[src/hdl/lpc_pkg.sv]
// Package with shared types, constants and tables of the linked peak compressor.
`timescale 1ns / 1ps
package lpc_pkg;

    localparam int SAMPLE_BITS_DEF = 24;
    localparam int COEFF_BITS_DEF  = 24;
    localparam int CFG_WIDTH       = 24;
    localparam int CFG_IDX_BITS    = 3;

    localparam logic [CFG_IDX_BITS-1:0] REG_ATTACK    = 3'd0;
    localparam logic [CFG_IDX_BITS-1:0] REG_RELEASE   = 3'd1;
    localparam logic [CFG_IDX_BITS-1:0] REG_THRESHOLD = 3'd2;
    localparam logic [CFG_IDX_BITS-1:0] REG_SLOPE     = 3'd3;
    localparam logic [CFG_IDX_BITS-1:0] REG_MONO      = 3'd4;

    localparam logic [15:0] FLOOR_DB     = 16'd30720;
    localparam logic [18:0] LOG2_TO_DB_K = 19'd394566;
    localparam logic [13:0] DB_TO_LOG2_K = 14'd10885;
    localparam logic [24:0] GAIN_ONE     = 25'd16777216;

    typedef enum logic [3:0] {
        ST_IDLE,
        ST_ENV,
        ST_NORM,
        ST_LOG,
        ST_ATT,
        ST_GR,
        ST_EXP,
        ST_INTERP,
        ST_SHIFT,
        ST_SMOOTH,
        ST_OUT_L,
        ST_OUT_R,
        ST_DONE
    } lpc_state_t;

    // Commands from the controller to the datapath.
    typedef struct packed {
        logic load;
        logic env;
        logic norm;
        logic log_step;
        logic att;
        logic gr;
        logic exp;
        logic interp;
        logic shift;
        logic smooth;
        logic out_l;
        logic out_r;
        logic publish;
    } lpc_cmd_t;

    function automatic logic [24:0] pow2_neg(input logic [4:0] i);
        logic [24:0] v;
        case (i)
            5'd0:  v = 25'd16777216;
            5'd1:  v = 25'd16065917;
            5'd2:  v = 25'd15384775;
            5'd3:  v = 25'd14732511;
            5'd4:  v = 25'd14107901;
            5'd5:  v = 25'd13509772;
            5'd6:  v = 25'd12937002;
            5'd7:  v = 25'd12388516;
            5'd8:  v = 25'd11863283;
            5'd9:  v = 25'd11360319;
            5'd10: v = 25'd10878679;
            5'd11: v = 25'd10417458;
            5'd12: v = 25'd9975792;
            5'd13: v = 25'd9552851;
            5'd14: v = 25'd9147842;
            5'd15: v = 25'd8760003;
            5'd16: v = 25'd8388608;
            default: v = 25'd0;
        endcase
        return v;
    endfunction

endpackage

[src/hdl/lpc_ctrl.sv]
// Controller state machine that sequences one frame through the datapath.
`timescale 1ns / 1ps
module lpc_ctrl
    import lpc_pkg::*;
(
    input  logic     clk,
    input  logic     rst_n,
    input  logic     in_valid,
    output logic     in_stall,
    input  logic     out_free,
    input  logic     log_skip,
    output lpc_cmd_t cmd
);

    lpc_state_t state_reg, state_next;
    logic [3:0] cnt_reg, cnt_next;

    always_ff @(posedge clk or negedge rst_n)
    begin
        if (!rst_n)
        begin
            state_reg <= ST_IDLE;
            cnt_reg   <= '0;
        end
        else
        begin
            state_reg <= state_next;
            cnt_reg   <= cnt_next;
        end
    end

    always_comb
    begin
        state_next = state_reg;
        cnt_next   = cnt_reg;
        cmd        = '0;
        in_stall   = 1'b1;
        case (state_reg)
            ST_IDLE:
            begin
                in_stall = 1'b0;
                if (in_valid)
                begin
                    cmd.load   = 1'b1;
                    state_next = ST_ENV;
                end
            end
            ST_ENV:
            begin
                cmd.env    = 1'b1;
                state_next = ST_NORM;
            end
            ST_NORM:
            begin
                cmd.norm   = 1'b1;
                cnt_next   = '0;
                state_next = log_skip ? ST_ATT : ST_LOG;
            end
            ST_LOG:
            begin
                cmd.log_step = 1'b1;
                cnt_next     = cnt_reg + 4'd1;
                if (cnt_reg == 4'd15)
                    state_next = ST_ATT;
            end
            ST_ATT:
            begin
                cmd.att    = 1'b1;
                state_next = ST_GR;
            end
            ST_GR:
            begin
                cmd.gr     = 1'b1;
                state_next = ST_EXP;
            end
            ST_EXP:
            begin
                cmd.exp    = 1'b1;
                state_next = ST_INTERP;
            end
            ST_INTERP:
            begin
                cmd.interp = 1'b1;
                state_next = ST_SHIFT;
            end
            ST_SHIFT:
            begin
                cmd.shift  = 1'b1;
                state_next = ST_SMOOTH;
            end
            ST_SMOOTH:
            begin
                cmd.smooth = 1'b1;
                state_next = ST_OUT_L;
            end
            ST_OUT_L:
            begin
                cmd.out_l  = 1'b1;
                state_next = ST_OUT_R;
            end
            ST_OUT_R:
            begin
                cmd.out_r  = 1'b1;
                state_next = ST_DONE;
            end
            ST_DONE:
            begin
                if (out_free)
                begin
                    cmd.publish = 1'b1;
                    state_next  = ST_IDLE;
                end
            end
            default:
            begin
                state_next = ST_IDLE;
            end
        endcase
    end

endmodule

[config.mk]
export PLATFORM = sky130hd
export DESIGN_NAME = lpc_ctrl
export DESIGN_NICKNAME = d
export VERILOG_FILES = /design/src/hdl/lpc_pkg.sv /design/src/hdl/lpc_ctrl.sv
export SDC_FILE = /design/constraint.sdc
export NUM_CORES = 1
export LEC_CHECK = 0
export ABC_CLOCK_PERIOD_IN_PS = 1520
export BUFFER_PORTS_ARGS = -buffer_cell sky130_fd_sc_hd__buf_2
export CAP_MARGIN = 5
export CORE_AREA = 2 2 39 41
export CTS_CLUSTER_SIZE = 40
export DETAILED_ROUTE_END_ITERATION = 6
export DIE_AREA = 0 0 41 43
export PLACE_DENSITY_LB_ADDON = 0.2
export SYNTH_ARGS = -nofsm -noshare
export SYNTH_HDL_FRONTEND = slang
export SYNTH_SLANG_ARGS = --single-unit
[constraint.sdc]
create_clock -name clk -period 1.52 [get_ports clk]
set_input_delay 0.152 -clock clk [delete_from_list [all_inputs] [get_ports clk]]
set_output_delay 0.152 -clock clk [all_outputs]
set_load 0.01 [all_outputs]
# After elaboration in Yosys (flattened, before gate mapping)
# Index checks and enable logic that the tools add are counted.
# classes
addsub,1
n_mul,0
div,0
n_lt_le_gt_ge,0
eq_ne,16
shifts,0
n_mux,22
bitwise_logic,0
n_reduce_logical,3
# ops
op,n
$pmux 4 s13,1
$eq 4x4->1 const B,6
$eq 4x3->1 const B,4
$mux 1,16
$mux 4,3
$eq 4x2->1 const B,2
$pmux 4 s2,1
$ne 2x2->1 const B,3
$add 4x1->4 const B,1
$eq 4x1->1 const B,1
$logic_not 4->1,1
$mux 3,1
$reduce_and 3->1,1
$reduce_bool 2->1,1
# totals
ff_bits,8
latch_bits,0
mem_bits_rw,0
mem_bits_ro,0
word_cells,44
n_memories,0

# Depth between registers and ports, before layout
# Gate-level depths: netlist of run 1.
# logic_depth
depth_word,3
mapped_depth,4
mapped_depth_nobuf,4

# Worst setup path before layout of run 1
# No wires, ideal clock.
# synth_path
path_kind,register to register
startpoint,register state_reg[0]
endpoint,register state_reg[2]
setup_time_ns,0.135
arrival_ns,1.183
t_required_ns,1.385
slack_ns,0.203
path_stages_with_launch,4
path_buffers,0
synth_period_minus_slack_ns,1.317
path_cell_list,dfrtp_1 -> or4_1 -> nor2_1 -> o32ai_1
# synth_via
elab_chain_cells,3
elab_cells_between_ends,18
# synth_lines
item,line_no,source
from (decl),lpc_ctrl.sv:15,"lpc_state_t state_reg, state_next;"
from (signal assigned),lpc_ctrl.sv:27,state_reg <= state_next;
"$eq 4x2->1, or another cell as far along",lpc_ctrl.sv:38,case (state_reg)
$ne 2x2->1 (no line),n/a,
$reduce_and 3->1 (no line),n/a,
# Several ways; a longest one is shown, not always the timed one.
# A chain may end at the register's enable or synchronous reset.

# Worst setup path in the final report of run 1
# layout_path
startpoint,register state_reg[0]
endpoint,output in_stall
# layout_via
elab_chain_cells,2
# layout_lines
item,line_no,source
$logic_not 4->1,lpc_ctrl.sv:38,
$mux 1,lpc_ctrl.sv:38,
to (decl),lpc_ctrl.sv:9,"output logic in_stall,"
# No other way between the ends.

==> metrics.yaml, run 1 <==
die_w_um: 41
yosysMostFrequentCell: "nor2_1"
p_int_mw: 0.9369
p_seq_frac: 0.268
worstHoldPathType: "in2reg"
p_clk_frac: 0.095
grt_antenna_before_repair: 0
synth_area_leaders: "dfrtp_1 35%, nor2_1 8.6%, nand2b_1 7.7%"
required_ps: 1370
die_area_um2: 1763
viasPerCell: 5.195
die_h_um: 43
hold_start: "out_free"
comb_power_share: 0.637
synth_top_area_share: 0.3524
gp_congestion: 0.7619
dp_worst_setup_slack_ps: 139.4
hpwl_um: 1028
max-cap-violations: 0
synth_top_cell_by_area: "dfrtp_1"
wl_per_cell_um: 12.50
worstPathArrival_ps: 1360
crit_slowest_cell: "or4_4"
n_fill_cell: 134
cts_buffers: 3
drc: 0
io_pins: 19
p_switching_mw: 0.7377
crit_start: "state_reg[0]"
track_usage: 0.2032
ant_nets: 0
fp.coreArea_um2: 1384
synthToLayoutAreaGrowth_pct: 41.19
finalSetupViolCount: 0
crit_buf_inv: 1
finalCritPeriodShare: 0.9970
postLayoutCoreUtil: 0.5796
synth_area_um2: 568.0
ys_seq_area_frac: 0.3524
worstReg2RegStart: "state_reg[2]"
syn_inst: 72
crit_family: "simple AND/OR/NAND/NOR gates"
diodes: 0
dr.pass1.iters: 4
worstSkewPairLatency_ps: 250
critical_path_peak_fanout: 3
clock_path_buffers: 2
async_flop_share: 1.000
clkSinkCount: 8
rows: 14
powerDensity_nw_per_um2: 2088
worstPathCellList: "or4_4 -> buf_6"
synth-edff-count: 0
grt_max_degree: 14
crit_type: "reg2out"
fmax_mhz: 659.9
layout_setup_ws_ps: 4.635
leakagePower_nw: 0.4102
yosys_warnings: 0
clkTransAtPathRegs_ps: 60
switching_share: 0.4405
synth_flop_cell: "dfrtp_1"
htree_levels: 1
synthTopCellsByCount: "13 x nor2_1, 8 x dfrtp_1, 7 x nand2b_1, 5 x nand2_1, 5 x nor3_1"
syn_avg_cell_area_um2: 7.890
register_area_um2: 205.2
outcome: "finished, final reports clean"
fin_cells: 113
p_total_mw: 1.675
cts_tree: "built"
layout-drive-gt1-share: 0.4536
grt_pass1_vias: 549
skew_ps: 7.212
vias: 587
syn_nets: 78
end_kind: "primary output"
hold_violations: 0
slew_viol_final: 0
grt_first_pass_wirelength_um: 2421
clockRootBuffer: "clkbuf_4"
tightestPinTransition_ps: 390.8
synth_seq_cells: 8
rsz0062_at_grt: "yes"
start_kind: "register"
place_inst: 106
grt.overflow.total: 0
peakVddDrop_uv: 965.4
portBuffers: 18
multi_input_area_um2: 384.1
critPathMaxStageDelay_ps: 550
start_util: 0.4105
nNetsFinal: 105
drt-total-wl_um: 1412
min_period_ps: 1515
drtIter0Drc: 6
timing.setup.tns_ps: 0
maxSlewHeadroom: 0.7371
yosysUniqueCellTypes: 28
[cell families after synthesis]
family	count (synthesis)	synth area share
buffers and inverters	6	0.04845
AOI/OAI and AO/OA	16	0.2026
adders and majority gates	1	0.02202
DFF	8	0.3524
xor gates and xnor gates	1	0.01542
and+or+nand+nor	40	0.3591
[area by class of cell]
cell class              instances  share of cell area
clock buffers                   3             0.02808
repair buffers                 27              0.2075
multi-input cells              58              0.4789
inverters                       1            0.004680
well taps                      16             0.02496
flip-flops and latches          8              0.2559
[path summary, 6_finish.rpt]
kind	slack [ps]	to	cells past startpoint
max	5	in_stall	2
min	100	state_reg[2]	2
max reg2reg	150	cnt_reg[3]	2
min reg2reg	530	cnt_reg[1]	2
max in group asynchronous	1070	state_reg[3]	2
min in group asynchronous	270	cnt_reg[2]	2
[metal layers]
layer  vias up  global-route usage  part of all wire
li1        305                   -                 -
met1       264              0.2632              0.44
met2        16              0.3031              0.52
met3         2             0.03141             0.036
met4         0              0.1200            0.0099
met5         -                   0                 0
[power groups by stage]
stage	clock network (mW)	registers, mW	logic, mW
2_1_floorplan	0	0.391	0.650
4_1_cts	0.167	0.438	0.959
3_3_place_gp	0	0.448	0.860
6_report	0.159	0.449	1.07
3_5_place_dp	0	0.453	0.864
5_1_grt	0.180	0.469	1.19
[metrics by stage]
stage               hold WS (ps)  area [um^2]
floorplan                 -143.6        568.0
global placement           3.966        691.9
detailed placement         5.256        691.9
CTS                        90.66        753.2
global route               99.55        802.0
finish                     101.4        802.0
[worst reg2reg max path, cell delays in order, from the launching register on]
cell and delay (ps):
dfrtp_2 490, or3b_1 480, a22o_1 280
[what timing repair did]
item / 4_1_cts / 5_1_grt
pin swaps: 1 / 1
hold endpoints to repair: 8 / 0
resized for setup: 5 / 10
hold buffers: 1 / 0
endpoints found under the setup margin: 4 / 9
setup buffers: 2 / 1
[layout by cell type (no fill, tap or decap), types with 4 or more instances in the layout]
cell	netlist	routed
a21o_1	4	4
buf_2	4	17
dfrtp_1	8	4
nand2b_1	7	5
buf_4	0	8
dfrtp_2	0	4
nand2_1	5	4
nor2_1	13	10
Power figures use the tool's default switching activity.
==> run 2: changes to the inputs <==
BUFFER_PORTS_ARGS = default   (was -buffer_cell sky130_fd_sc_hd__buf_2)
DONT_BUFFER_PORTS = 1   (was default)
MAX_ROUTING_LAYER = met4   (was default)
==> metrics.yaml, run 2 (synthesized netlist as in run 1, its figures left out) <==
outcome: "finished, violations left"
violations: "setup timing"
worstHoldPathType: "in2reg"
required_ps: 1370
cts_tree: "built"
finalCritPeriodShare: 1.011
drt-total-wl_um: 1450
final_cell_mix: "12 x nor2_1, 12 x buf_4, 7 x nand2b_1"
layout_setup_ws_ps: -16.03
n_fill_cell: 140
die_h_um: 43
holdPathEnd: "state_reg[2]"
viasPerCell: 5.804
portBuffers: 0
rsz0062_at_grt: "yes"
htree_levels: 1
nNetsFinal: 94
rrSetupSlack_ps: 90
worstSkewPairLatency_ps: 260
start_util: 0.4105
ant_nets: 0
p_int_mw: 0.9087
fmax_mhz: 651.0
die_area_um2: 1763
crit_start: "state_reg[1]"
clock_path_buffers: 2
gp_congestion: 0.7568
hold_depth: 2
die_w_um: 41
clockRootBuffer: "clkbuf_4"
reg2reg_depth: 3
hpwl_um: 961.8
clkTransAtPathRegs_ps: 60
finalSetupViolCount: 1
comb_power_share: 0.646
drc: 0
rows: 14
start_kind: "register"
dr.pass1.iters: 4
hold_start: "in_valid"
grt_first_pass_wirelength_um: 2214
dp_worst_setup_slack_ps: 138.8
p_total_mw: 1.647
vias: 592
tightestPinTransition_ps: 401.1
skew_ps: 2.584
io_pins: 19
p_seq_frac: 0.254
critical_path_peak_fanout: 4
p_switching_mw: 0.7386
peakVddDrop_uv: 1303
grt_max_degree: 13
grt.overflow.total: 0
drtIter0Drc: 20
synthToLayoutAreaGrowth_pct: 31.50
hold_violations: 0
end_kind: "primary output"
diodes: 0
powerDensity_nw_per_um2: 2205
grt_antenna_before_repair: 0
maxSlewHeadroom: 0.7301
slew_viol_final: 0
leakagePower_nw: 0.3500
max-cap-violations: 0
r2r-end: "cnt_reg[2]"
min_period_ps: 1536
cts_buffers: 3
wl_per_cell_um: 14.22
grt_pass1_vias: 524
switching_share: 0.4484
p_clk_frac: 0.100
holdWs_ps: 93.72
crit_type: "reg2out"
track_usage: 0.1921
clkSinkCount: 8
fp.coreArea_um2: 1384
layout-drive-gt1-share: 0.3140
worstPathArrival_ps: 1380
worstReg2RegStart: "state_reg[2]"
run 2: changes by cell type in the layout (fill, tap and decap cells not counted), moves of 3 or more:
| cell | before | now |
|---|---|---|
| nor3_1 | 3 | 0 |
| buf_2 | 17 | 0 |
| nor3_2 | 2 | 5 |
| buf_4 | 8 | 12 |
run 2: metrics by stage:
| stage | instances | setup TNS (ps) | area (um^2) | utilization |
|---|---|---|---|---|
| 3_5_place_dp | 91 | 0 | 624.3 | 0.4512 |
| 2_1_floorplan | 72 | 0 | 568.0 | - |
| 6_report | 102 | -16.03 | 747.0 | 0.5398 |
| 4_1_cts | 97 | 0 | 689.4 | 0.4982 |
| 3_3_place_gp | 91 | 0 | 624.3 | 0.4512 |
| 5_1_grt | 102 | -65.48 | 747.0 | 0.5398 |
run 2: cell type report:
cell class              instances  area (um^2)  share of cell area
flip-flops and latches          8        202.7              0.2714
multi-input cells              58        371.6              0.4975
repair buffers                 16        126.4              0.1692
inverters                       1        3.754            0.005025
well taps                      16        20.02             0.02680
clock buffers                   3        22.52             0.03015
run 2: repair_timing:
action / 4_1_cts / 5_1_grt
endpoints found under the setup margin: 5 / 9
resized for setup: 5 / 5
hold buffers: 2 / 0
endpoints found under the hold margin: 9 / 0
pin swaps: 0 / 2
setup buffers: 1 / 5
run 2: how the worst max path moves through the flow:
stage / end / slack (ps) / depth (start not counted)
finish: in_stall / -20 / 2
global route: in_stall / -30 / 2
CTS: in_stall / 10 / 2
detailed placement: cnt_reg[2] / 140 / 2
global placement: cnt_reg[2] / 140 / 2
floorplan: state_reg[2] / 200 / 3
run 2: worst max-delay path: stages (launching register included):
cell	delay [ps]
dfrtp_2	430
or4_4	560
buf_6	140
run 2: metal layers:
metal / GRT usage / share of wire / wire length, um
met1: 0.2483 / 0.45 / 654
met5: - / 0 / 0
met4: 0.1267 / 0.037 / 54
met2: 0.2656 / 0.47 / 678
met3: 0.03141 / 0.043 / 62
run 2: power groups by stage:
stage / clock (mW) / sequential (mW) / combinational (mW)
finish: 0.165 / 0.418 / 1.06
global route: 0.182 / 0.435 / 1.17
CTS: 0.171 / 0.431 / 0.909
detailed placement: 0 / 0.433 / 0.844
global placement: 0 / 0.432 / 0.838
floorplan: 0 / 0.391 / 0.650
==> run 3: changes to the inputs <==
REMOVE_ABC_BUFFERS = 1   (was default)
==> metrics.yaml, run 3 (synthesized netlist as in run 1, its figures left out) <==
slew_viol_final: 0
leakagePower_nw: 0.3389
start_util: 0.4105
worstSkewPairLatency_ps: 250
io_pins: 19
worstPathCellList: "or4_4 -> buf_6"
drc: 0
cts_tree: "built"
clkSinkCount: 8
die_w_um: 41
drtIter0Drc: 13
clock_path_buffers: 2
max-cap-violations: 0
grt_first_pass_wirelength_um: 2221
crit_type: "reg2out"
viasPerCell: 5.495
postLayoutCoreUtil: 0.5326
end_kind: "primary output"
finalSetupViolCount: 1
hold_depth: 2
crit_slowest_cell: "or4_4"
grt_max_degree: 14
clockRootBuffer: "clkbuf_4"
maxSlewHeadroom: 0.7599
final_cell_mix: "12 x buf_4, 11 x nor2_1, 7 x nand2b_1"
grt_antenna_before_repair: 0
p_total_mw: 1.627
hpwl_um: 974.2
fin_cells: 101
p_seq_frac: 0.266
hold_violations: 0
cts_buffers: 3
grt.overflow.total: 0
place_inst: 91
finalCritPeriodShare: 1.001
portBuffers: 0
worstPathArrival_ps: 1370
track_usage: 0.1880
fmax_mhz: 657.3
diodes: 0
comb_power_share: 0.630
skew_ps: 0.9336
min_period_ps: 1521
synthToLayoutAreaGrowth_pct: 29.74
die_h_um: 43
p_switching_mw: 0.7179
worstHoldPathType: "in2reg"
dp_worst_setup_slack_ps: 132.5
die_area_um2: 1763
ant_nets: 0
clkTransAtPathRegs_ps: 60
grt_pass1_vias: 502
rsz0062_at_grt: "yes"
vias: 555
critical_path_peak_fanout: 4
powerDensity_nw_per_um2: 2208
p_int_mw: 0.9091
peakVddDrop_uv: 1048
critPathMaxStageDelay_ps: 550
drt-total-wl_um: 1377
fp.coreArea_um2: 1384
gp_congestion: 0.8139
outcome: "finished, violations left"
p_clk_frac: 0.104
layout-drive-gt1-share: 0.3176
nNetsFinal: 93
layout_commonest_cell: "buf_4"
dr.pass1.iters: 4
start_kind: "register"
layout_setup_ws_ps: -1.286
reg2reg_depth: 3
violations: "setup timing"
rows: 14
htree_levels: 1
required_ps: 1370
switching_share: 0.4412
timing.setup.tns_ps: -1.286
wl_per_cell_um: 13.63
tightestPinTransition_ps: 357.4
## run 3: cell type report
class,count,area [um^2]
Clock buffer,3,22.52
Timing Repair Buffer,15,121.4
Fill cell,132,646.9
Multi-Input combinational cell,58,364.1
Tap cell,16,20.02
Inverter,1,3.754
Sequential cell,8,205.2
## run 3: power by group through the flow
stage / Clock, mW / Combinational (mW) / Sequential [mW]
4_1_cts: 0.177 / 0.926 / 0.456
2_1_floorplan: 0 / 0.519 / 0.471
3_3_place_gp: 0 / 0.815 / 0.457
3_5_place_dp: 0 / 0.836 / 0.454
5_1_grt: 0.186 / 1.13 / 0.449
6_report: 0.170 / 1.02 / 0.432
## run 3: final timing paths
| path | start | to | slack, ps |
|---|---|---|---|
| worst max-delay path | state_reg[0] | in_stall | -1 |
| worst min-delay path | in_valid | state_reg[2] | 110 |
| worst max register to register | state_reg[1] | cnt_reg[3] | 110 |
| worst min register to register | cnt_reg[1] | cnt_reg[1] | 530 |
| max in group asynchronous | rst_n | state_reg[2] | 1000 |
| min in group asynchronous | rst_n | cnt_reg[3] | 240 |
## run 3: repair_timing
item,CTS,global route
endpoints found under the hold margin,9,0
setup endpoints to repair,6,9
gates cloned,0,0
setup buffers,2,3
hold buffers,2,0
pin swaps,1,1
gates resized for setup,7,4
## run 3: critical path: cells and delay by family (launching register included)
kind	cells	cell delay (ps)
flops	1	430
buf+inv	1	140
simple gates	1	550
## run 3: metrics by stage
stage / area (um^2) / hold slack, ps
after floorplan: 544.3 / -143.6
after global placement: 624.3 / -143.3
after detailed placement: 624.3 / -143.3
after CTS: 703.2 / 124.7
after global routing: 737.0 / 112.3
final: 737.0 / 107.3
## run 3: layer usage
metal	wire (um)	part of all wire	up-vias	global-route usage
li1	-	-	284	-
met1	681	0.49	256	0.2616
met5	0	0	-	-
met2	650	0.47	15	0.2594
met3	45	0.033	0	0.05236
met4	0	0	0	0.06000
